`src/rtl/assert_macros.svh`:
```
// assertion macros used by the top cache unit
// each macro expands to a clocked concurrent assertion, or to nothing under synthesis
`ifndef ASSERT_MACROS_SVH
`define ASSERT_MACROS_SVH
`ifndef SYNTHESIS
`define A_ALWAYS(lbl, cond, msg) \
  lbl: assert property (@(posedge clk) disable iff (!rst_n) (cond)) else $error(msg);
`define A_IMPLY(lbl, pre, post, msg) \
  lbl: assert property (@(posedge clk) disable iff (!rst_n) (pre) |-> (post)) else $error(msg);
`define A_NEXT(lbl, pre, post, msg) \
  lbl: assert property (@(posedge clk) disable iff (!rst_n) (pre) |=> (post)) else $error(msg);
`else
`define A_ALWAYS(lbl, cond, msg)
`define A_IMPLY(lbl, pre, post, msg)
`define A_NEXT(lbl, pre, post, msg)
`endif
`endif

```
`src/rtl/slru_pkg.sv`:
```
// shared types, command codes and default sizes of the lru cache
// used by the lane, merge and top modules, no dependencies
package slru_pkg;

  localparam int CACHE_BYTES_DEF = 32768;
  localparam int LINE_BYTES_DEF  = 64;
  localparam int WAYS_DEF        = 4;

  // way index and rank fields are sized for up to 16 ways
  localparam int WAY_IDX_W = 4;

  localparam logic [1:0] CMD_READ  = 2'd0;
  localparam logic [1:0] CMD_WRITE = 2'd1;
  localparam logic [1:0] CMD_INVAL = 2'd2;
  localparam logic [1:0] CMD_FLUSH = 2'd3;

  typedef struct packed {
    logic [1:0]  cmd;
    logic [31:0] address;
    logic [63:0] write_data;
    logic [3:0]  byte_count;
  } in_word_t;

  typedef struct packed {
    logic        hit;
    logic [63:0] read_data;
    logic [3:0]  bytes_copied;
    logic [31:0] hit_total;
    logic [31:0] miss_total;
  } out_word_t;

  typedef struct packed {
    logic                 match;
    logic                 valid;
    logic [WAY_IDX_W-1:0] rank;
  } lane_stat_t;

  typedef struct packed {
    logic [1:0]           cmd;
    logic                 hit;
    logic [WAY_IDX_W-1:0] way;
    logic [WAY_IDX_W-1:0] old_rank;
    logic                 touch_valid;
  } lane_ctl_t;

endpackage

```
`src/rtl/slru_merge.sv`:
```
// merges the lane results: hit way, first free way, least recent way
// depends on slru_pkg
module slru_merge #(
  parameter int WAYS = 4
) (
  input  logic [1:0]           cmd,
  input  slru_pkg::lane_stat_t stat [WAYS],
  output slru_pkg::lane_ctl_t  ctl
);

  localparam int WAY_W = WAYS > 1 ? $clog2(WAYS) : 1;

  logic                           hit, found;
  logic [slru_pkg::WAY_IDX_W-1:0] hway, iway, lway, best, way;

  always_comb begin
    hit   = 1'b0;
    found = 1'b0;
    hway  = '0;
    iway  = '0;
    lway  = '0;
    best  = '0;
    for (int i = 0; i < WAYS; i++) begin
      if (stat[i].match && !hit) begin
        hit  = 1'b1;
        hway = slru_pkg::WAY_IDX_W'(i);
      end
      if (!stat[i].valid && !found) begin
        found = 1'b1;
        iway  = slru_pkg::WAY_IDX_W'(i);
      end
      // ties go to the higher way
      if (stat[i].rank >= best) begin
        best = stat[i].rank;
        lway = slru_pkg::WAY_IDX_W'(i);
      end
    end
    hit = hit && (cmd != slru_pkg::CMD_FLUSH);
    way = hit ? hway : (found ? iway : lway);
  end

  assign ctl.cmd         = cmd;
  assign ctl.hit         = hit;
  assign ctl.way         = way;
  assign ctl.old_rank    = stat[way[WAY_W-1:0]].rank;
  assign ctl.touch_valid = hit || !found;

endmodule

```
`config.mk`:
```
export PLATFORM = sky130hd
export DESIGN_NAME = slru_merge
export DESIGN_NICKNAME = d
export VERILOG_FILES = /design/src/rtl/assert_macros.svh /design/src/rtl/slru_pkg.sv /design/src/rtl/slru_merge.sv
export SDC_FILE = /design/constraint.sdc
export NUM_CORES = 1
export LEC_CHECK = 0
export ABC_AREA = 1
export BUFFER_PORTS_ARGS = -buffer_cell sky130_fd_sc_hd__buf_2
export CORE_UTILIZATION = 30
export DETAILED_ROUTE_END_ITERATION = 10
export GPL_TIMING_DRIVEN = 0
export PLACE_DENSITY = 0.57
export SLEW_MARGIN = 20
export SYNTH_ARGS = -nofsm -noshare
export SYNTH_HDL_FRONTEND = slang
export SYNTH_SLANG_ARGS = --single-unit
```
`constraint.sdc`:
```
create_clock -name vclk -period 8.6
set_clock_uncertainty 0.1 [all_clocks]
set_input_delay 1.29 -clock vclk [all_inputs]
set_output_delay 1.29 -clock vclk [all_outputs]
set_load 0.05 [all_outputs]
```
After elaboration in Yosys (flattened, before gate mapping)

Cells that the tools add are included.

$lt $le $gt $ge: 5
Eq/ne operators: 1
Mux-type cells: 25
Bitwise logic cells: 1
Reductions and logical operators: 17

Operator list:

| kind                                                               | count |
|---|---|
| 2-to-1 mux 4 bit                                                   | 13 |
| binary-select mux 6 bit (select 2 bit)                             | 1 |
| greater-or-equal comparator 4 bit                                  | 3 |
| 2-to-1 mux 1 bit                                                   | 11 |
| logical NOT 1 bit                                                  | 9 |
| logical AND 1 bit                                                  | 7 |
| greater-or-equal comparator 4 x 1 -> 1 bit (second input constant) | 1 |
| greater-or-equal comparator 3 bit (second input constant)          | 1 |
| inverter 2 -> 3 bit                                                | 1 |
| inequality test 2 bit (second input constant)                      | 1 |
| logical OR 1 bit                                                   | 1 |

Register bits: 0
Input port bits: 26
Output and inout port bits: 12
Logic and storage cells: 49

Depth between registers and ports, before layout

Word-level depth: 16
Mapped depth: 29
Gate-level depth less buffers: 29

Least setup slack after synthesis

Ideal clock, no wire load.

Path type: input -> output
Start: input port stat[12] (netlist bit)
End: output port ctl[1] (netlist bit)
Arrival time: 4.464 ns
Data required time: 7.210 ns
Slack: 2.746 ns
Stages: 21
Path buffers: 0
Cell sequence: inv_1 > ha_1 > inv_1 > nand2_1 > a21oi_1 > o21ai_4 > o21ai_0 > ha_1 > a21oi_1 > nand3_2 > inv_1 > o21ai_0 > ha_1 > nand2_1 > inv_1 > nand2_1 > nand4_1 > o21bai_2 > a21oi_4 > nand3_1 > nand2_1

RTL lines:

| what        | line            | source |
|---|---|---|
| from (decl) | slru_merge.sv:7 | `input slru_pkg::lane_stat_t stat [WAYS],` |
| to (decl)   | slru_merge.sv:8 | `output slru_pkg::lane_ctl_t ctl` |

==> out/metrics.yaml <==
routing:
  route.met2.wl_um: 893
  via_per_inst: 4.591
  route.detailed.wl_per_inst_um: 9.281
  drt-total-wl_mm: 1.884
  drc_errors: 0
  postRouteAntennaNets: 0
  drt_iter0_drc: 9
  drt-pass1-iter-count: 4
  m1WireLength_um: 902
  routed.top_layer: "met3"
  num_vias: 932
  met3_length_um: 88
global_route:
  gr-total-overflow: 0
  first_global_vias: 780
  grt_pass1_wl_mm: 2.967
  antenna_found_initial: 0
  grt_max_degree: 10
  track_usage_pct: 13.58
sta:
  fin_setup_tns_ps: 0
  rsz0062_at_grt: "false"
  hold_ws_ps: 2912
  period_share_pct: 73.02
  fin_crit_ps: 6280
  final_hold_viol_count: 0
  worst_slack_ps: 2320
  finalSetupViolCount: 0
  max_freq_mhz: 159.2
  slew_viol_final: 0
yosys:
  yosysMostFrequentCell: "nand2_1"
  synth-seq-area-share_pct: 0
  synth_top_cells_by_count: "nand2_1, inv_1, nand3_1"
  yosys_warnings: 0
  synth_area_um2: 785.8
  synthTopCellsByArea: "ha_1, nand2_1, inv_1"
  synthDistinctLibCells: 20
  netlist.area_leader.share_pct: 19.11
  netlist_instances: 136
  syn_avg_cell_area_um2: 5.778
  synth_largest_area_cell: "ha_1"
cells_and_area:
  register_area_um2: 0
  layout.cells.non_filler: 203
  nFillCells: 306
  fin_nets: 213
  n_antenna_cell: 0
  clockBufferCount: 0
  seq_cell_count: 0
  drive_gt1_share_pct: 34.10
  syn_to_final_growth_pct: 28.19
die:
  die_height_um: 53.18
  boundaryPins: 38
  core_um2: 2477
  die_w_um: 53.18
  core.rowCount: 18
  initial_core_util_pct: 31.72
  die_area_um2: 2828
power:
  p_leak_nw: 0.6173
  p_total_uw: 96.90
  p_per_area_nw_per_um2: 96.20
  vdd_drop_max_uv: 41.46
placed_design:
  io_buffer_count: 36
  dp_hpwl_mm: 1.719
  gp_congestion: 0.7941
  pre_cts_ws_ps: 2283
  dp_cells: 203
setup_path:
  worstSetupEndpointType: "output port"
  critPathLaunchType: "input pin"
  cp_slowest_stage_delay_ps: 330
  critPathMostFrequentCell: "nand2_1"
  worstPathMaxFanout: 9
  required_ps: 7210
  crit_arrival_ps: 4890
  crit_path_top_delay_cell: "ha_1"
  path_class: "in2out"
  cp_cell_sequence: "buf_2 > inv_1 > ha_1 > inv_1 > nand2_1 > a21oi_1 > o21ai_4 > o21ai_0 > ha_1 > a21oi_1 > nand3_2 > inv_1 > nand2_1 > o21ai_0 > ha_1 > a21oi_1 > nand3_1 > a21oi_4 > nand2_4 > nand2_4 > nand2_1 > nand3_1 > nand2_1 > buf_2"
cts:
  postCtsSetupBuffers: 0
  postCtsResizedCells: 0
  cts_hold_buf: 0
job:
  max_cap_viol_count: 0
outcome:
  run_status: "complete, no violations"
hold_path:
  worstHoldPathType: "in2out"
## cell type report
cell class	instances	area [um2]	area share [%]
multi-input cells	102	639.4	63.48
well taps	30	37.54	3.727
inverters	30	112.6	11.18
plain buffers	5	37.54	3.727
repair buffers	36	180.2	17.89
## kinds of logic (layout without fill, tap and decap cells)
| kind of cell | after synthesis | count (layout) | synth area share, % |
|---|---|---|---|
| buffers and inverters | 35 | 71 | 19.11 |
| AOI/OAI and AO/OA | 20 | 20 | 18.31 |
| adders and majority gates | 12 | 12 | 19.11 |
| and+or+nand+nor | 68 | 68 | 42.99 |
| other | 1 | 2 | 0.4772 |
## where the power goes
group	leakage [nW]	switching, mW	internal, mW
Clock	0	0	0
Combinational	0.617	0.0651	0.0318
Sequential	0	0	0
## critical path, delay by kind of cell
| kind | cells | cell delay [ps] |
|---|---|---|
| buffers and inverters | 5 | 580 |
| and+or+nand+nor | 9 | 820 |
| adders and majority gates | 3 | 890 |
| AOI/OAI and AO/OA | 7 | 1320 |
## cells in the final DEF, fill, tap and decap left out, drive strengths merged
master	instances
o21ai	11
nand2	43
o21bai	1
conb	2
a21oi	8
nor2	4
inv	30
buf	41
nand3	18
ha	12
nand4	3
## path summary, 6_finish.rpt
path                      end  startpoint  slack, ps  cells after the start
worst max-delay path   ctl[4]    stat[12]       2320                     24
worst min-delay path  ctl[11]      cmd[1]       2910                      3
## layer usage
layer  GRT usage, %  vias to the layer above
met5              0                        -
met4              0                        0
met3              0                        0
met2          25.95                       29
met1          17.85                      402
li1               -                      501
## stage by stage
step | instance area [um2] | utilization, %
finish | 1007 | 40.66
global route | 1007 | 40.66
CTS | 1007 | 40.66
detailed placement | 1007 | 40.66
global placement | 1007 | 40.66
floorplan | 789.5 | -
No activity file was read; power rests on OpenSTA's default activity.
