$ cat src/rtl/assert_macros.svh
// assertion macros used by the top cache unit
// each macro expands to a clocked concurrent assertion, or to nothing under synthesis
`ifndef ASSERT_MACROS_SVH
`define ASSERT_MACROS_SVH
`ifndef SYNTHESIS
`define A_ALWAYS(lbl, cond, msg) \
  lbl: assert property (@(posedge clk) disable iff (!rst_n) (cond)) else $error(msg);
`define A_IMPLY(lbl, pre, post, msg) \
  lbl: assert property (@(posedge clk) disable iff (!rst_n) (pre) |-> (post)) else $error(msg);
`define A_NEXT(lbl, pre, post, msg) \
  lbl: assert property (@(posedge clk) disable iff (!rst_n) (pre) |=> (post)) else $error(msg);
`else
`define A_ALWAYS(lbl, cond, msg)
`define A_IMPLY(lbl, pre, post, msg)
`define A_NEXT(lbl, pre, post, msg)
`endif
`endif

$ cat src/rtl/slru_ram.sv
// generic simple dual port ram, one write and one registered read port
// no dependencies
module slru_ram #(
  parameter int WIDTH = 8,
  parameter int DEPTH = 16
) (
  input  logic                                   clk,
  input  logic                                   we,
  input  logic [(DEPTH > 1 ? $clog2(DEPTH) : 1)-1:0] waddr,
  input  logic [WIDTH-1:0]                       wdata,
  input  logic [(DEPTH > 1 ? $clog2(DEPTH) : 1)-1:0] raddr,
  output logic [WIDTH-1:0]                       rdata
);

  logic [WIDTH-1:0] mem [DEPTH];

  always_ff @(posedge clk) begin
    if (we) begin
      mem[waddr] <= wdata;
    end
    rdata <= mem[raddr];
  end

endmodule

$ cat config.mk
export PLATFORM = sky130hd
export DESIGN_NAME = slru_ram
export DESIGN_NICKNAME = d
export VERILOG_FILES = /design/src/rtl/assert_macros.svh /design/src/rtl/slru_ram.sv
export SDC_FILE = /design/constraint.sdc
export NUM_CORES = 1
export LEC_CHECK = 0
export BUFFER_PORTS_ARGS = -buffer_cell sky130_fd_sc_hd__buf_2
export CAP_MARGIN = 20
export CORE_MARGIN = 2
export CORE_UTILIZATION = 38
export CTS_BUF_LIST = sky130_fd_sc_hd__clkbuf_2
export CTS_CLUSTER_SIZE = 24
export DETAILED_ROUTE_END_ITERATION = 16
export GPL_ROUTABILITY_DRIVEN = 0
export PLACE_DENSITY = 0.58
export SYNTH_ARGS = -nofsm -noshare
export SYNTH_HDL_FRONTEND = slang
export SYNTH_SLANG_ARGS = --single-unit
$ cat constraint.sdc
create_clock -name clk -period 2.2 [get_ports clk]
set_input_delay 0.11 -clock clk [delete_from_list [all_inputs] [get_ports clk]]
set_output_delay 0.11 -clock clk [all_outputs]
set_load 0.005 [all_outputs]
# Yosys cells after proc, flatten, opt, wreduce, memory -nomap -nowiden
# Memory sizes are Yosys's and may differ from the RTL's. A register that Yosys moved wholly into a read port is not among the register bits.
# Index checks and enable logic that the tools add are counted.
[op_classes] n_mux=2
[ops] operator="$mux 1" count=2
[word_totals] mem_count=1 output_inout_bits=8 inputBits=18 mem_bits_rw=128 reg_bits=0
[memory_table] name="mem" words=16 width=8 read_ports=1 rd_ports_with_merged_regs=1 write_ports=1 line_no="slru_ram.sv:15" source="logic [WIDTH-1:0] mem [DEPTH];"

# Longest topological paths before layout
# Gate-level depths: netlist (run 1).
[depth] depth_word=2 depth_mapped=5 mapped_depth_nobuf=3

# Worst setup path before layout (run 1)
# OpenSTA, ideal clock, no wires.
[synth_path] kind="input to register" startpoint="input waddr[2] (netlist name)" endpoint="memory mem[0][0], enable pin" setup_time_ns=0.383 slack_ns=0.597 t_required_ns=1.817 stages=2 arrival_time_ns=1.220 cell_sequence="or3b_2 -> nor3_1"
[synth_lines] item="start, declared" line_no="slru_ram.sv:9" source="input logic [(DEPTH > 1 ? $clog2(DEPTH) : 1)-1:0] waddr,"
[synth_lines] item="end, declared" line_no="slru_ram.sv:15"
# Straight into the memory's write port.

==> results of run 1 <==
## flip-flops by register name, summed over array words and instances (netlist names)
| name | cells |
|---|---|
| mem | 128 |
| rdata | 8 |
## per-stage QoR
stage | area [sq um] | power [mW] | hold WS [ns] | std cells | utilization [%]
3_5_place_dp | 5570 | 3.24 | 0.507 | 438 | 42.0
3_3_place_gp | 5570 | 3.23 | 0.497 | 438 | 42.0
6_report | 5890 | 4.41 | 0.114 | 484 | 44.5
2_1_floorplan | 5150 | 3.11 | 0.209 | 229 | -
4_1_cts | 5880 | 4.48 | 0.0402 | 483 | 44.4
5_1_grt | 5890 | 4.60 | 0.0383 | 484 | 44.5
## final cells by class
cell class              instances  area, sq um
multi-input cells              83         1060
diodes                          1         2.50
well taps                     176          220
clock buffers                  27          135
repair buffers                 56          415
fillers                      1172         7360
flip-flops and latches        136         4000
clock inverters                 5         52.6
## power by group
| part | total, mW | internal [mW] | switching [mW] |
|---|---|---|---|
| clock | 1.23 | 0.448 | 0.780 |
| combinational | 0.278 | 0.129 | 0.149 |
| sequential | 2.91 | 2.89 | 0.0147 |
| total | 4.41 | 3.47 | 0.944 |
## worst register-to-register path, cell delays in order (launching register included)
cell      delay [ns]
edfxtp_1        0.41
mux4_1          0.50
a22oi_1         0.33
nand2_1         0.08
## cell families (layout without fill, tap and decap cells)
family	count (synthesis)	in the layout	share of synthesized area (%)
and+or+nand+nor	35	35	3.18
DFF	136	136	77.8
AOI/OAI and AO/OA	16	16	2.33
other	0	1	0
buffers and inverters	10	88	1.68
muxes	32	32	15.0
## worst paths after layout
kind	start	to	slack [ns]
worst min register to register	mem[8][5]	rdata[5]	0.68
worst max register to register	mem[10][3]	rdata[3]	0.76
worst max-delay path	mem[10][3]	rdata[3]	0.76
worst min-delay path	waddr[2]	mem[15][2]	0.11
## layout by cell type, fill, tap and decap left out, types with 4 or more instances in the layout
cell	count
a22oi_1	16
buf_2	25
buf_4	16
clkbuf_2	27
dfxtp_1	8
dlygate4sd3_1	13
edfxtp_1	128
mux4_1	14
mux4_2	18
nand2_1	9
nor2_1	13
nor3_1	4
## metal layers
metal  GRT usage (%)  wire length [um]  vias up
li1                -                 -     1105
met1            18.3              4190     1242
met2            23.9              4880       64
met3            4.53               405        4
met4            5.01                78        0
met5               0                 0        -
## timing repair
action / 4_1_cts / 5_1_grt
buffers inserted: 0 / 0
hold buffers: 13 / 0
hold endpoints to repair: 166 / 0
==> reports/metrics.cfg, run 1 <==
[status]
outcome = completed

[job]
cap_viol_max_count = 0

[drt]
wl_per_cell_um = 19.7
postRouteAntennaNets = 0
drt-initial-drc-count = 244
vias = 2415
wirelength_um = 9560
drt-pass1-iter-count = 4
routed_via_density = 4.99
drcViolationCount = 0

[critical_path]
cp.arrival_ns = 1.96
crit_chain = mux4_1, a22oi_1, nand2_1
crit_buf_inv = 0
path_depth = 3
crit_path_top_delay_cell = mux4_1
crit_family = multiplexers
reg2regPathDepth = 3
endpoint_kind = register
setup.worst_path.class = register to register
cp_slowest_stage_delay_ns = 0.50
crit_fanout = 1
start_kind = register
worstPathRequired_ns = 2.72

[layout]
syn2layout_area_growth_pct = 14.4
fin_nets = 312
final_layout_size_suffix_gt1_share_pct = 30.6

[place]
pre_cts_slack_ns = 0.553
portBuffers = 25
dpl.hpwl_um = 6130

[floorplan]
die_y_um = 120
die_w_um = 120
start_util_pct = 38.9
dieArea_sq_um = 14500
core_region_area_sq_um = 13200
rows = 42
io_pins = 26

[clocking]
clk_latency_ns = 0.64
clock_tree.root_cell = clkbuf_2
cts_tree = yes
path_clk_slew_ns = 0.18
cts_sinks = 136
ctsResizeCount = 0
cts_made_buffers = 17
cts_buffer_depth = 2
ctsHtreeMaxLevel = 4

[sta]
final_max_slew_viol_count = 0
setup_tns_ns = 0
setup_viol = 0
tightestPinTransition_ns = 0.796
finalClockSkew_ns = 0.0308
finalHoldViolations = 0
final.period_utilization_pct = 65.3
timing.fmax_mhz = 696
max-slew-margin-rel_pct = 46.8
setup_ws_ns = 0.763
rsz0062_at_grt = false
period_needed_ns = 1.44

[global_route]
grt_usage_pct = 14.5
first_global_vias = 2466
grt_pass1_wl_um = 14800
grt_max_degree = 33
overflow = 0
antenna_found_initial = 1

[synthesis]
syn_area_sq_um = 5150
synth_most_common_cell = edfxtp_1
syn_inst = 229
seq_area_frac_synth_pct = 77.8
yosysTopAreaCell = edfxtp_1
synth_edf_count = 128
synthArstFlopShare_pct = 0
synth_common_cells = 128 x edfxtp_1, 18 x mux4_2, 16 x a22oi_1
ys_warn_count = 0
synth_cell_types = 19
synth_area_leaders = edfxtp_1 75%, mux4_2 7.9%, mux4_1 7.1%
synth_fp_nets = 247
synth_ff_type = edfxtp_1
ys_ff_latch = 136
avgSynthCellArea_sq_um = 22.5
netlist.area_leader.share_pct = 74.7

[pwr]
ir_drop_mv = 0.237
total_leakage_power_nw = 1.99
powerDensity_nw_per_um2 = 750

[hold_path]
hold_depth = 4
min_path_type = input pin to register

Power figures use the tool's default switching activity.
==> inputs of run 2 (changes only) <==
Settings changed: PLACE_DENSITY 0.58 to 0.6.
Clock period 2.2 ns to 1.25 ns, I/O delays scaled along.
==> run 2 against run 1 <==
Against the previous run:
- the run now ends with setup timing left
- sequential cell count unchanged
- setup slack worse by 0.79 ns
- via count up 1.4%
- total power up 79%
- global-route usage down 0.14 points
- sequential share of layout area down 1.9 points
- combinational power up 110%
==> reports/metrics.cfg, run 2 (synthesis results as in run 1) <==
[status]
outcome = finished with violations
failed_checks = setup timing

[drt]
drt-initial-drc-count = 209
wl_met1_um = 4390
wirelength_um = 9420
wl_met3_um = 223
postRouteAntennaNets = 0
drt-pass1-iter-count = 4
top_layer = met4
routed_via_density = 4.96
drcViolationCount = 0
wl_per_cell_um = 19.1
vias = 2450
wl_met2_um = 4730

[sta]
final_max_slew_viol_count = 0
setup_ws_ns = -0.0280
rsz0062_at_grt = true
final.period_utilization_pct = 102
tightestPinTransition_ns = 0.900
max-slew-margin-rel_pct = 39.8
timing.fmax_mhz = 782
finalHoldViolations = 0
setup_viol = 4
finalClockSkew_ns = 0.0311
period_needed_ns = 1.28

[clocking]
ctsHtreeMaxLevel = 4
path_clk_slew_ns = 0.19
postCtsSetupRepairBufs = 0
cts_buffer_depth = 2
clk_latency_ns = 0.63
cts_made_buffers = 17
cts_sinks = 136
cts_tree = yes
clock_tree.root_cell = clkbuf_2

[layout]
final_common_cell = edfxtp_1
layout_common_cells = 128 x edfxtp_1, 29 x mux4_2, 22 x buf_2
final_layout_size_suffix_gt1_share_pct = 39.4
regMostFlops = mem
fin_area_sq_um = 6060
largest_reg_flops = 128
reg_top3 = mem: 128 flops, rdata: 8 flops
fin_nets = 323
finalCoreUtilization_pct = 45.8
syn2layout_area_growth_pct = 17.8

[floorplan]
core_region_area_sq_um = 13200
io_pins = 26
die_y_um = 120
die_w_um = 120
start_util_pct = 38.9
dieArea_sq_um = 14500
rows = 42

[pwr]
clock_power_share_pct = 27.7
p_sw_share_pct = 22.6
pwr-share-comb_pct = 7.3
intPower_mw = 6.10
total_leakage_power_nw = 2.02
switching_power_mw = 1.78
ir_drop_mv = 0.602
powerDensity_nw_per_um2 = 1300
seqPwrFrac_pct = 65.0

[critical_path]
start_kind = input pin
crit_fanout = 13
endpoint_kind = register
cp.arrival_ns = 1.82
worstPathRequired_ns = 1.79
crit_path_top_delay_cell = mux4_1
crit_chain = dlygate4sd3_1, buf_2, buf_12, mux4_1, a22oi_2, nand2_1
cp_slowest_stage_delay_ns = 0.57
setup.worst_path.class = input pin to register

[hold_path]
min_path_type = input pin to register

[global_route]
grt_max_degree = 17
first_global_vias = 2570
antenna_found_initial = 1
overflow = 0
grt_pass1_wl_um = 15000
grt_usage_pct = 14.4

[job]
cap_viol_max_count = 0

[place]
portBuffers = 25
placedInstanceArea_sq_um = 5690
dpl.hpwl_um = 6240

## run 2: cell count changes in the layout (fill, tap and decap cells not counted), moves of 4 or more
cell and delta:
mux4_1 -11, mux4_2 +11, a22oi_1 -8, a22oi_2 +8, clkbuf_2 -6, buf_12 +4, buf_4 +4
## run 2: routing by layer
metal / up-vias / GRT usage, %
met3: 5 / 3.58
met5: - / 0
met4: 0 / 6.18
met1: 1293 / 18.8
li1: 1113 / -
met2: 39 / 23.0
## run 2: critical path, delay by kind of cell
kind / cells / cell delay, ns
buffers and inverters: 3 / 0.88
muxes: 1 / 0.57
AOI/OAI and AO/OA: 1 / 0.21
and+or+nand+nor: 1 / 0.08
## run 2: cell type report
| cell class | instances | area, sq um |
|---|---|---|
| Timing Repair Buffer | 67 | 574 |
| Multi-Input combinational cell | 83 | 1070 |
| Clock buffer | 21 | 105 |
| Tap cell | 176 | 220 |
| Antenna cell | 1 | 2.50 |
| Sequential cell | 136 | 4010 |
| Fill cell | 1147 | 7180 |
| Clock inverter | 10 | 82.6 |
## run 2: per-stage QoR
| stage | instances | setup WS (ns) | setup TNS, ns | hold slack [ns] | power, mW |
|---|---|---|---|---|---|
| 2_1_floorplan | 229 | -0.0786 | -2.38 | 0.161 | 5.48 |
| 3_3_place_gp | 446 | -0.226 | -2.96 | 0.441 | 5.72 |
| 3_5_place_dp | 446 | -0.228 | -3.14 | 0.441 | 5.73 |
| 4_1_cts | 493 | -0.0372 | -0.0758 | 0.0507 | 7.96 |
| 5_1_grt | 494 | -0.117 | -0.560 | 0.0697 | 8.21 |
| 6_report | 494 | -0.0280 | -0.0459 | 0.139 | 7.88 |
## run 2: final timing paths
check / from / endpoint / slack (ns) / depth (start not counted)
max: raddr[0] / rdata[1] / -0.03 / 6
min: we / mem[3][6] / 0.14 / 4
max reg2reg: mem[7][1] / rdata[1] / -0.03 / 3
min reg2reg: mem[12][6] / rdata[6] / 0.69 / 3
## run 2: repair_timing
action                                  in CTS  in global routing
endpoints found under the setup margin      10                 16
pin swaps                                   10                  4
hold endpoints to repair                   188                  0
resized for setup                           19                  6
gates cloned                                 0                  0
hold buffers                                16                  0
## run 2: power by group through the flow
stage	combinational [mW]	sequential (mW)	clock [mW]
after detailed placement	0.509	5.22	0
after global routing	0.629	5.13	2.45
after floorplan	0.260	5.22	0
after global placement	0.502	5.22	0
final	0.576	5.12	2.18
after CTS	0.582	5.12	2.26
