File: src/rtl/assert_macros.svh
// assertion macros used by the top cache unit
// each macro expands to a clocked concurrent assertion, or to nothing under synthesis
`ifndef ASSERT_MACROS_SVH
`define ASSERT_MACROS_SVH
`ifndef SYNTHESIS
`define A_ALWAYS(lbl, cond, msg) \
  lbl: assert property (@(posedge clk) disable iff (!rst_n) (cond)) else $error(msg);
`define A_IMPLY(lbl, pre, post, msg) \
  lbl: assert property (@(posedge clk) disable iff (!rst_n) (pre) |-> (post)) else $error(msg);
`define A_NEXT(lbl, pre, post, msg) \
  lbl: assert property (@(posedge clk) disable iff (!rst_n) (pre) |=> (post)) else $error(msg);
`else
`define A_ALWAYS(lbl, cond, msg)
`define A_IMPLY(lbl, pre, post, msg)
`define A_NEXT(lbl, pre, post, msg)
`endif
`endif

File: src/rtl/slru_pkg.sv
// shared types, command codes and default sizes of the lru cache
// used by the lane, merge and top modules, no dependencies
package slru_pkg;

  localparam int CACHE_BYTES_DEF = 32768;
  localparam int LINE_BYTES_DEF  = 64;
  localparam int WAYS_DEF        = 4;

  // way index and rank fields are sized for up to 16 ways
  localparam int WAY_IDX_W = 4;

  localparam logic [1:0] CMD_READ  = 2'd0;
  localparam logic [1:0] CMD_WRITE = 2'd1;
  localparam logic [1:0] CMD_INVAL = 2'd2;
  localparam logic [1:0] CMD_FLUSH = 2'd3;

  typedef struct packed {
    logic [1:0]  cmd;
    logic [31:0] address;
    logic [63:0] write_data;
    logic [3:0]  byte_count;
  } in_word_t;

  typedef struct packed {
    logic        hit;
    logic [63:0] read_data;
    logic [3:0]  bytes_copied;
    logic [31:0] hit_total;
    logic [31:0] miss_total;
  } out_word_t;

  typedef struct packed {
    logic                 match;
    logic                 valid;
    logic [WAY_IDX_W-1:0] rank;
  } lane_stat_t;

  typedef struct packed {
    logic [1:0]           cmd;
    logic                 hit;
    logic [WAY_IDX_W-1:0] way;
    logic [WAY_IDX_W-1:0] old_rank;
    logic                 touch_valid;
  } lane_ctl_t;

endpackage

File: src/rtl/slru_lane.sv
// one way of a set: tag compare and next state of its metadata
// depends on slru_pkg
module slru_lane #(
  parameter int LANE       = 0,
  parameter int TAG_W      = 19,
  parameter int RANK_W     = 2,
  parameter int LINE_BYTES = 64,
  localparam int MW        = 2 + RANK_W + TAG_W + LINE_BYTES
) (
  input  logic [MW-1:0]         meta_in,
  input  logic [TAG_W-1:0]      tag_in,
  input  logic [LINE_BYTES-1:0] wr_mask,
  input  slru_pkg::lane_ctl_t   ctl,
  output slru_pkg::lane_stat_t  stat,
  output logic [MW-1:0]         meta_out
);

  logic                  valid, dirty;
  logic [RANK_W-1:0]     rank, old_rank, rank_nxt;
  logic [TAG_W-1:0]      tag;
  logic [LINE_BYTES-1:0] mask;
  logic                  valid_nxt, dirty_nxt;
  logic [TAG_W-1:0]      tag_nxt;
  logic [LINE_BYTES-1:0] mask_nxt;
  logic                  is_me;

  assign mask  = meta_in[LINE_BYTES-1:0];
  assign tag   = meta_in[LINE_BYTES +: TAG_W];
  assign rank  = meta_in[LINE_BYTES+TAG_W +: RANK_W];
  assign dirty = meta_in[MW-2];
  assign valid = meta_in[MW-1];

  assign stat.match = valid && (tag == tag_in);
  assign stat.valid = valid;
  assign stat.rank  = slru_pkg::WAY_IDX_W'(rank);

  assign is_me    = (ctl.way == slru_pkg::WAY_IDX_W'(LANE));
  assign old_rank = ctl.old_rank[RANK_W-1:0];

  always_comb begin
    valid_nxt = valid;
    dirty_nxt = dirty;
    rank_nxt  = rank;
    tag_nxt   = tag;
    mask_nxt  = mask;
    case (ctl.cmd)
      slru_pkg::CMD_READ, slru_pkg::CMD_WRITE: begin
        // move the chosen way to most recent
        if (ctl.hit || ctl.cmd == slru_pkg::CMD_WRITE) begin
          if (is_me) begin
            rank_nxt = '0;
          end else if (valid && (!ctl.touch_valid || rank < old_rank)) begin
            rank_nxt = rank + RANK_W'(1);
          end
        end
        if (ctl.cmd == slru_pkg::CMD_WRITE && is_me) begin
          valid_nxt = 1'b1;
          dirty_nxt = 1'b1;
          tag_nxt   = tag_in;
          mask_nxt  = ctl.hit ? (mask | wr_mask) : wr_mask;
        end
      end
      slru_pkg::CMD_INVAL: begin
        if (ctl.hit) begin
          if (is_me) begin
            valid_nxt = 1'b0;
            dirty_nxt = 1'b0;
            rank_nxt  = '0;
          end else if (valid && rank > old_rank) begin
            rank_nxt = rank - RANK_W'(1);
          end
        end
      end
      default: begin
      end
    endcase
  end

  assign meta_out = {valid_nxt, dirty_nxt, rank_nxt, tag_nxt, mask_nxt};

endmodule

File: config.mk
export PLATFORM = sky130hd
export DESIGN_NAME = slru_lane
export DESIGN_NICKNAME = d
export VERILOG_FILES = /design/src/rtl/assert_macros.svh /design/src/rtl/slru_pkg.sv /design/src/rtl/slru_lane.sv
export SDC_FILE = /design/constraint.sdc
export NUM_CORES = 1
export LEC_CHECK = 0
export BUFFER_PORTS_ARGS = -buffer_cell sky130_fd_sc_hd__buf_2
export CAP_MARGIN = 20
export CORE_AREA = 8 8 101 103
export DETAILED_ROUTE_END_ITERATION = 8
export DIE_AREA = 0 0 109 111
export PLACE_DENSITY_LB_ADDON = 0.25
export SLEW_MARGIN = 20
export SYNTH_ARGS = -nofsm -noshare
export SYNTH_HDL_FRONTEND = slang
export SYNTH_SLANG_ARGS = --single-unit
export TNS_END_PERCENT = 1
File: constraint.sdc
create_clock -name vclk -period 2
set_clock_uncertainty 0.05 [all_clocks]
set_input_delay 0.1 -clock vclk [all_inputs]
set_output_delay 0.1 -clock vclk [all_outputs]
set_load 0.005 [all_outputs]
# After elaboration in Yosys (flattened, before gate mapping)
# Cells that the tools add are included.
[op_classes] addsub=2 mul=0 div_mod_pow=0 order_cmp=2 n_eq_ne=3 shift=0 muxes=20 bitwise_logic=1 n_reduce_logical=10
[ops] op="64-bit 2-to-1 mux" count=3
[ops] op="64-bit bitwise OR" count=1
[ops] op="19-bit 2-to-1 mux" count=2
[ops] op="19-bit equality test" count=1
[ops] op="2-bit 2-to-1 mux" count=6
[ops] op="1-bit 2-to-1 mux" count=6
[ops] op="1-bit logical AND" count=4
[ops] op="4-bit logical NOT" count=1
[ops] op="1-bit one-hot mux with 2 select lines" count=2
[ops] op="2-bit one-hot mux with 2 select lines" count=1
[ops] op="2-bit by 1-bit adder with 2-bit output (second input constant)" count=1
[ops] op="2-bit by 1-bit equality test with 1-bit output (second input constant)" count=1
[ops] op="2-bit equality test (second input constant)" count=1
[ops] op="2-bit greater-than comparator" count=1
[ops] op="2-bit logical NOT" count=1
[ops] op="1-bit logical OR" count=2
[ops] op="2-bit less-than comparator" count=1
[ops] op="2-bit OR reduction" count=1
[ops] op="2-bit by 1-bit subtractor with 2-bit output (second input constant)" count=1
[ops] op="1-bit logical NOT" count=1
[word_totals] ff_bits=0 latch_bits=0 ram_bits=0 rom_bits=0 input_bits=182 out_inout_bits=93 wordCells=38 mem_count=0

# Logic depth before layout (Yosys ltp)
[logic_depth] word_depth=7 mapped_depth=7 depth_no_buf=7

# Worst setup path after synthesis
# No wires, ideal clock.
[synth_timing] kind="input port to output port" from="in ctl[2] (netlist bit)" to="out meta_out[84]" t_arrival_ps=1355 t_required_ps=1850 slack_ps=495 stages=7 path_buffers=0 path_cell_list="inv_1 -> ha_1 -> nor2b_1 -> o21ai_0 -> nand2_1 -> or4_1 -> a32oi_1"
[synth_via] elab_chain_cells=7 elab_cells_between_ends=12 classes_between="2 x order compare; 7 x mux; 3 x reduce/logical"
[synth_lines] element="start, declared" line_no="slru_lane.sv:13" rtl="input slru_pkg::lane_ctl_t ctl,"
[synth_lines] element="2-bit less-than comparator" line_no="slru_lane.sv:52" rtl="end else if (valid && (!ctl.touch_valid || rank < old_rank)) begin"
[synth_lines] element="1-bit logical OR" line_no="slru_lane.sv:52"
[synth_lines] element="1-bit logical AND" line_no="slru_lane.sv:52"
[synth_lines] element="2-bit 2-to-1 mux" line_no="slru_lane.sv:52"
[synth_lines] element="2-bit 2-to-1 mux" line_no="slru_lane.sv:50" rtl="if (is_me) begin"
[synth_lines] element="2-bit 2-to-1 mux" line_no="slru_lane.sv:49" rtl="if (ctl.hit || ctl.cmd == slru_pkg::CMD_WRITE) begin"
[synth_lines] element="2-bit one-hot mux with 2 select lines *" line_no="slru_lane.sv:46" rtl="case (ctl.cmd)"
[synth_lines] element="end, declared" line_no="slru_lane.sv:15" rtl="output logic [MW-1:0] meta_out"
# Every way passes the cells marked *; elsewhere a longest branch is shown, timed or not.

# Worst setup path after layout
[layout_timing] from="in ctl[6] (netlist bit)" to="out meta_out[81]"
[layout_via] elab_chain_cells=4
[layout_lines] element="4-bit logical NOT" line_no="slru_lane.sv:37" rtl="assign is_me = (ctl.way == slru_pkg::WAY_IDX_W'(LANE));"
[layout_lines] element="1-bit logical AND" line_no="slru_lane.sv:56" rtl="if (ctl.cmd == slru_pkg::CMD_WRITE && is_me) begin"
[layout_lines] element="19-bit 2-to-1 mux" line_no="slru_lane.sv:56"
[layout_lines] element="19-bit 2-to-1 mux" line_no="slru_lane.sv:46"
# Every way passes these cells.

==> summary.txt <==
Floorplanning
  • Chip height: 111 um
  • Core Rows: 34
  • Die width: 109 um
  • I/O pin cnt: 275
  • Core ar.: 0.00855 mm^2
  • Die ar.: 0.0121 mm^2
  • Effective utilization at floorplan: 0.166

Power and ir drop
  • Net Switching: 0.196 mW
  • P_int: 0.300 mW
  • Worst ir drop on vdd: 0.0561 mV
  • Switching share of power: 0.395
  • Pwr Density: 176 mW/mm^2
  • Clk pwr share: 0
  • Sequential share of power: 0
  • Leakage power: 1.72 nW
  • Total power draw: 0.496 mW
  • Logic pwr share: 1.000

Clock tree
  • Number of setup buffers added after CTS: 0
  • CTS-repair resized insts: 0
  • CTS Hold Bufs: 0

Worst setup path
  • Worst EP required: 1850 ps
  • Delay of the slowest critical-path stage: 380 ps
  • Startpoint class of the critical path: input pin
  • CP Capture Type: output pin
  • Cell chain of the critical path: buf_2, nor4_4, nand2_2, buf_4, nor2_4, buf_12, mux2_2, buf_2
  • CP max FO: 37
  • CP arrival: 1720 ps
  • Critical path class: in2out
  • Crit path max-delay family: buffers and inverters
  • Most frequent CP cell: buf_2
  • CP Buf/Inv Count: 4
  • Crit path launch: ctl[6]
  • CP max-delay cell: nor4_4

Synth
  • Synth warn: 0
  • Synth top area share: 0.402
  • Mapped Area: 0.00142 mm^2
  • Post-Syn Instances: 170
  • Yosys cell types: 33
  • Area leader, netlist: a22o_1
  • Top post-synthesis cells by area: a22o_1 (40%), mux2_2 (15%), xor2_1 (7.4%)
  • Avg Inst Size Synth: 8.34 um^2
  • Post-synthesis sequential area ratio: 0

Layout
  • Fillers: 945
  • Reg area: 0 um^2
  • Seq cells: 0
  • Diode count: 0
  • P&R area growth vs syn: 98.2%
  • Nets: 609
  • Clk_buf instances: 0
  • Share of cells above drive strength 1: 0.707

Drt
  • WL per Instance: 16.2 um
  • Remaining antenna violation count: 0
  • Final WL: 8590 um
  • DRT Pass-1 Iters: 4
  • Vias: 2399
  • DRC Markers: 0
  • DRT iter0 DRCs: 110
  • DR vias/cell: 4.52

STA
  • Fmax: 0.536 GHz
  • Final Critical Period: 1870 ps
  • Max-slew violations: 0
  • Fin. Hold Viols: 0
  • Final setup viols: 0
  • Final worst path period share: 0.934
  • Unrepaired setup endpoints after global routing: false
  • Total Neg Setup Slack: 0 ps
  • Worst Setup Slack, final: 133 ps

GRT
  • Pin count of the biggest net entering global routing: 65
  • Total GRT Usage: 0.122
  • GR Overflow Total: 0
  • Initial antenna violation count: 0
  • Vias in the first global route: 2468
  • First-pass GRT wire length: 12500 um

Placed design
  • Port buffer count: 271
  • RD Place Congestion: 0.782
  • Post-place setup slack: 125 ps
  • Dpl hpwl: 7620 um

Min path
  • Hold Crit Start: meta_in[83]
  • Worst min-delay path category: in2out

Run
  • Max Cap Viol: 0

Run status
  • Status: finished clean
## metal layers
metal,vias up,global-route usage,part of all wire
met4,0,0.00731,0.0057
met5,-,0,0
met1,1063,0.128,0.35
met2,144,0.241,0.51
met3,4,0.0308,0.13
li1,1188,-,-
## metrics by stage
step                      cell area (um^2)   util  hold slack [ps]  std cells
final                                 2810  0.329              363        531
after global routing                  2810  0.329              378        531
after CTS                             2810  0.329              363        531
after detailed placement              2810  0.329              363        531
after global placement                2810  0.329              363        531
after floorplan                       1420      -              231        171
## power by group through the flow
| stage | Combinational (mW) | Clock (mW) | Sequential [mW] |
|---|---|---|---|
| after global routing | 0.547 | 0 | 0 |
| after detailed placement | 0.501 | 0 | 0 |
| after global placement | 0.496 | 0 | 0 |
| final | 0.496 | 0 | 0 |
| after CTS | 0.503 | 0 | 0 |
| after floorplan | 0.191 | 0 | 0 |
## final timing paths
check	endpoint	depth (start not counted)	slack, ps
min	stat[0]	2	360
max	meta_out[81]	8	130
## final cells by class
| cell class | instances | area [um^2] | share of cell area |
|---|---|---|---|
| Tap cell | 108 | 135 | 0.0481 |
| Timing Repair Buffer | 275 | 1420 | 0.507 |
| Multi-Input combinational cell | 145 | 1240 | 0.441 |
| Inverter | 3 | 11.3 | 0.00401 |
## layout by cell type (no fill, tap or decap)
cell type    n
o21ai_0      1
xor2_1      12
or3_2        1
inv_1        3
buf_2      271
a21oi_1      2
a31oi_1      1
o21bai_1     1
nor3_1       1
a21bo_2      1
nand3_1      2
nor2_4       1
xnor2_1      8
buf_4        1
nor4_4       1
nand3b_1     1
nor2b_1      1
mux2_2      19
a22o_1      65
buf_12       3
nand2_1      4
conb_1       2
o211ai_1     2
and3b_1      1
ha_1         2
nand2_2      1
a32oi_1      1
nor2_1       3
a22oi_1      1
nor4_1       3
o2111ai_1    1
a21boi_0     1
or4_1        2
nand4_1      2
or3_1        1
## kinds of logic after synthesis
logic type,synth area share
compound gates,0.462
xor+xnor,0.124
fa+ha+maj,0.0176
buf+inv,0.134
mux,0.151
other cells,0.00265
simple gates,0.109
## cells in the mapped netlist (all sizes together)
master	instances
a21bo	1
a21boi	1
a21oi	2
a22o	65
a22oi	1
a31oi	1
a32oi	1
and3b	1
buf	23
conb	1
ha	2
inv	3
mux2	19
nand2	5
nand3	2
nand3b	1
nand4	2
nor2	4
nor2b	1
nor3	1
nor4	4
o2111ai	1
o211ai	2
o21ai	1
o21bai	1
or3	2
or4	2
xnor2	8
xor2	12
No activity file was read; power rests on OpenSTA's default activity.
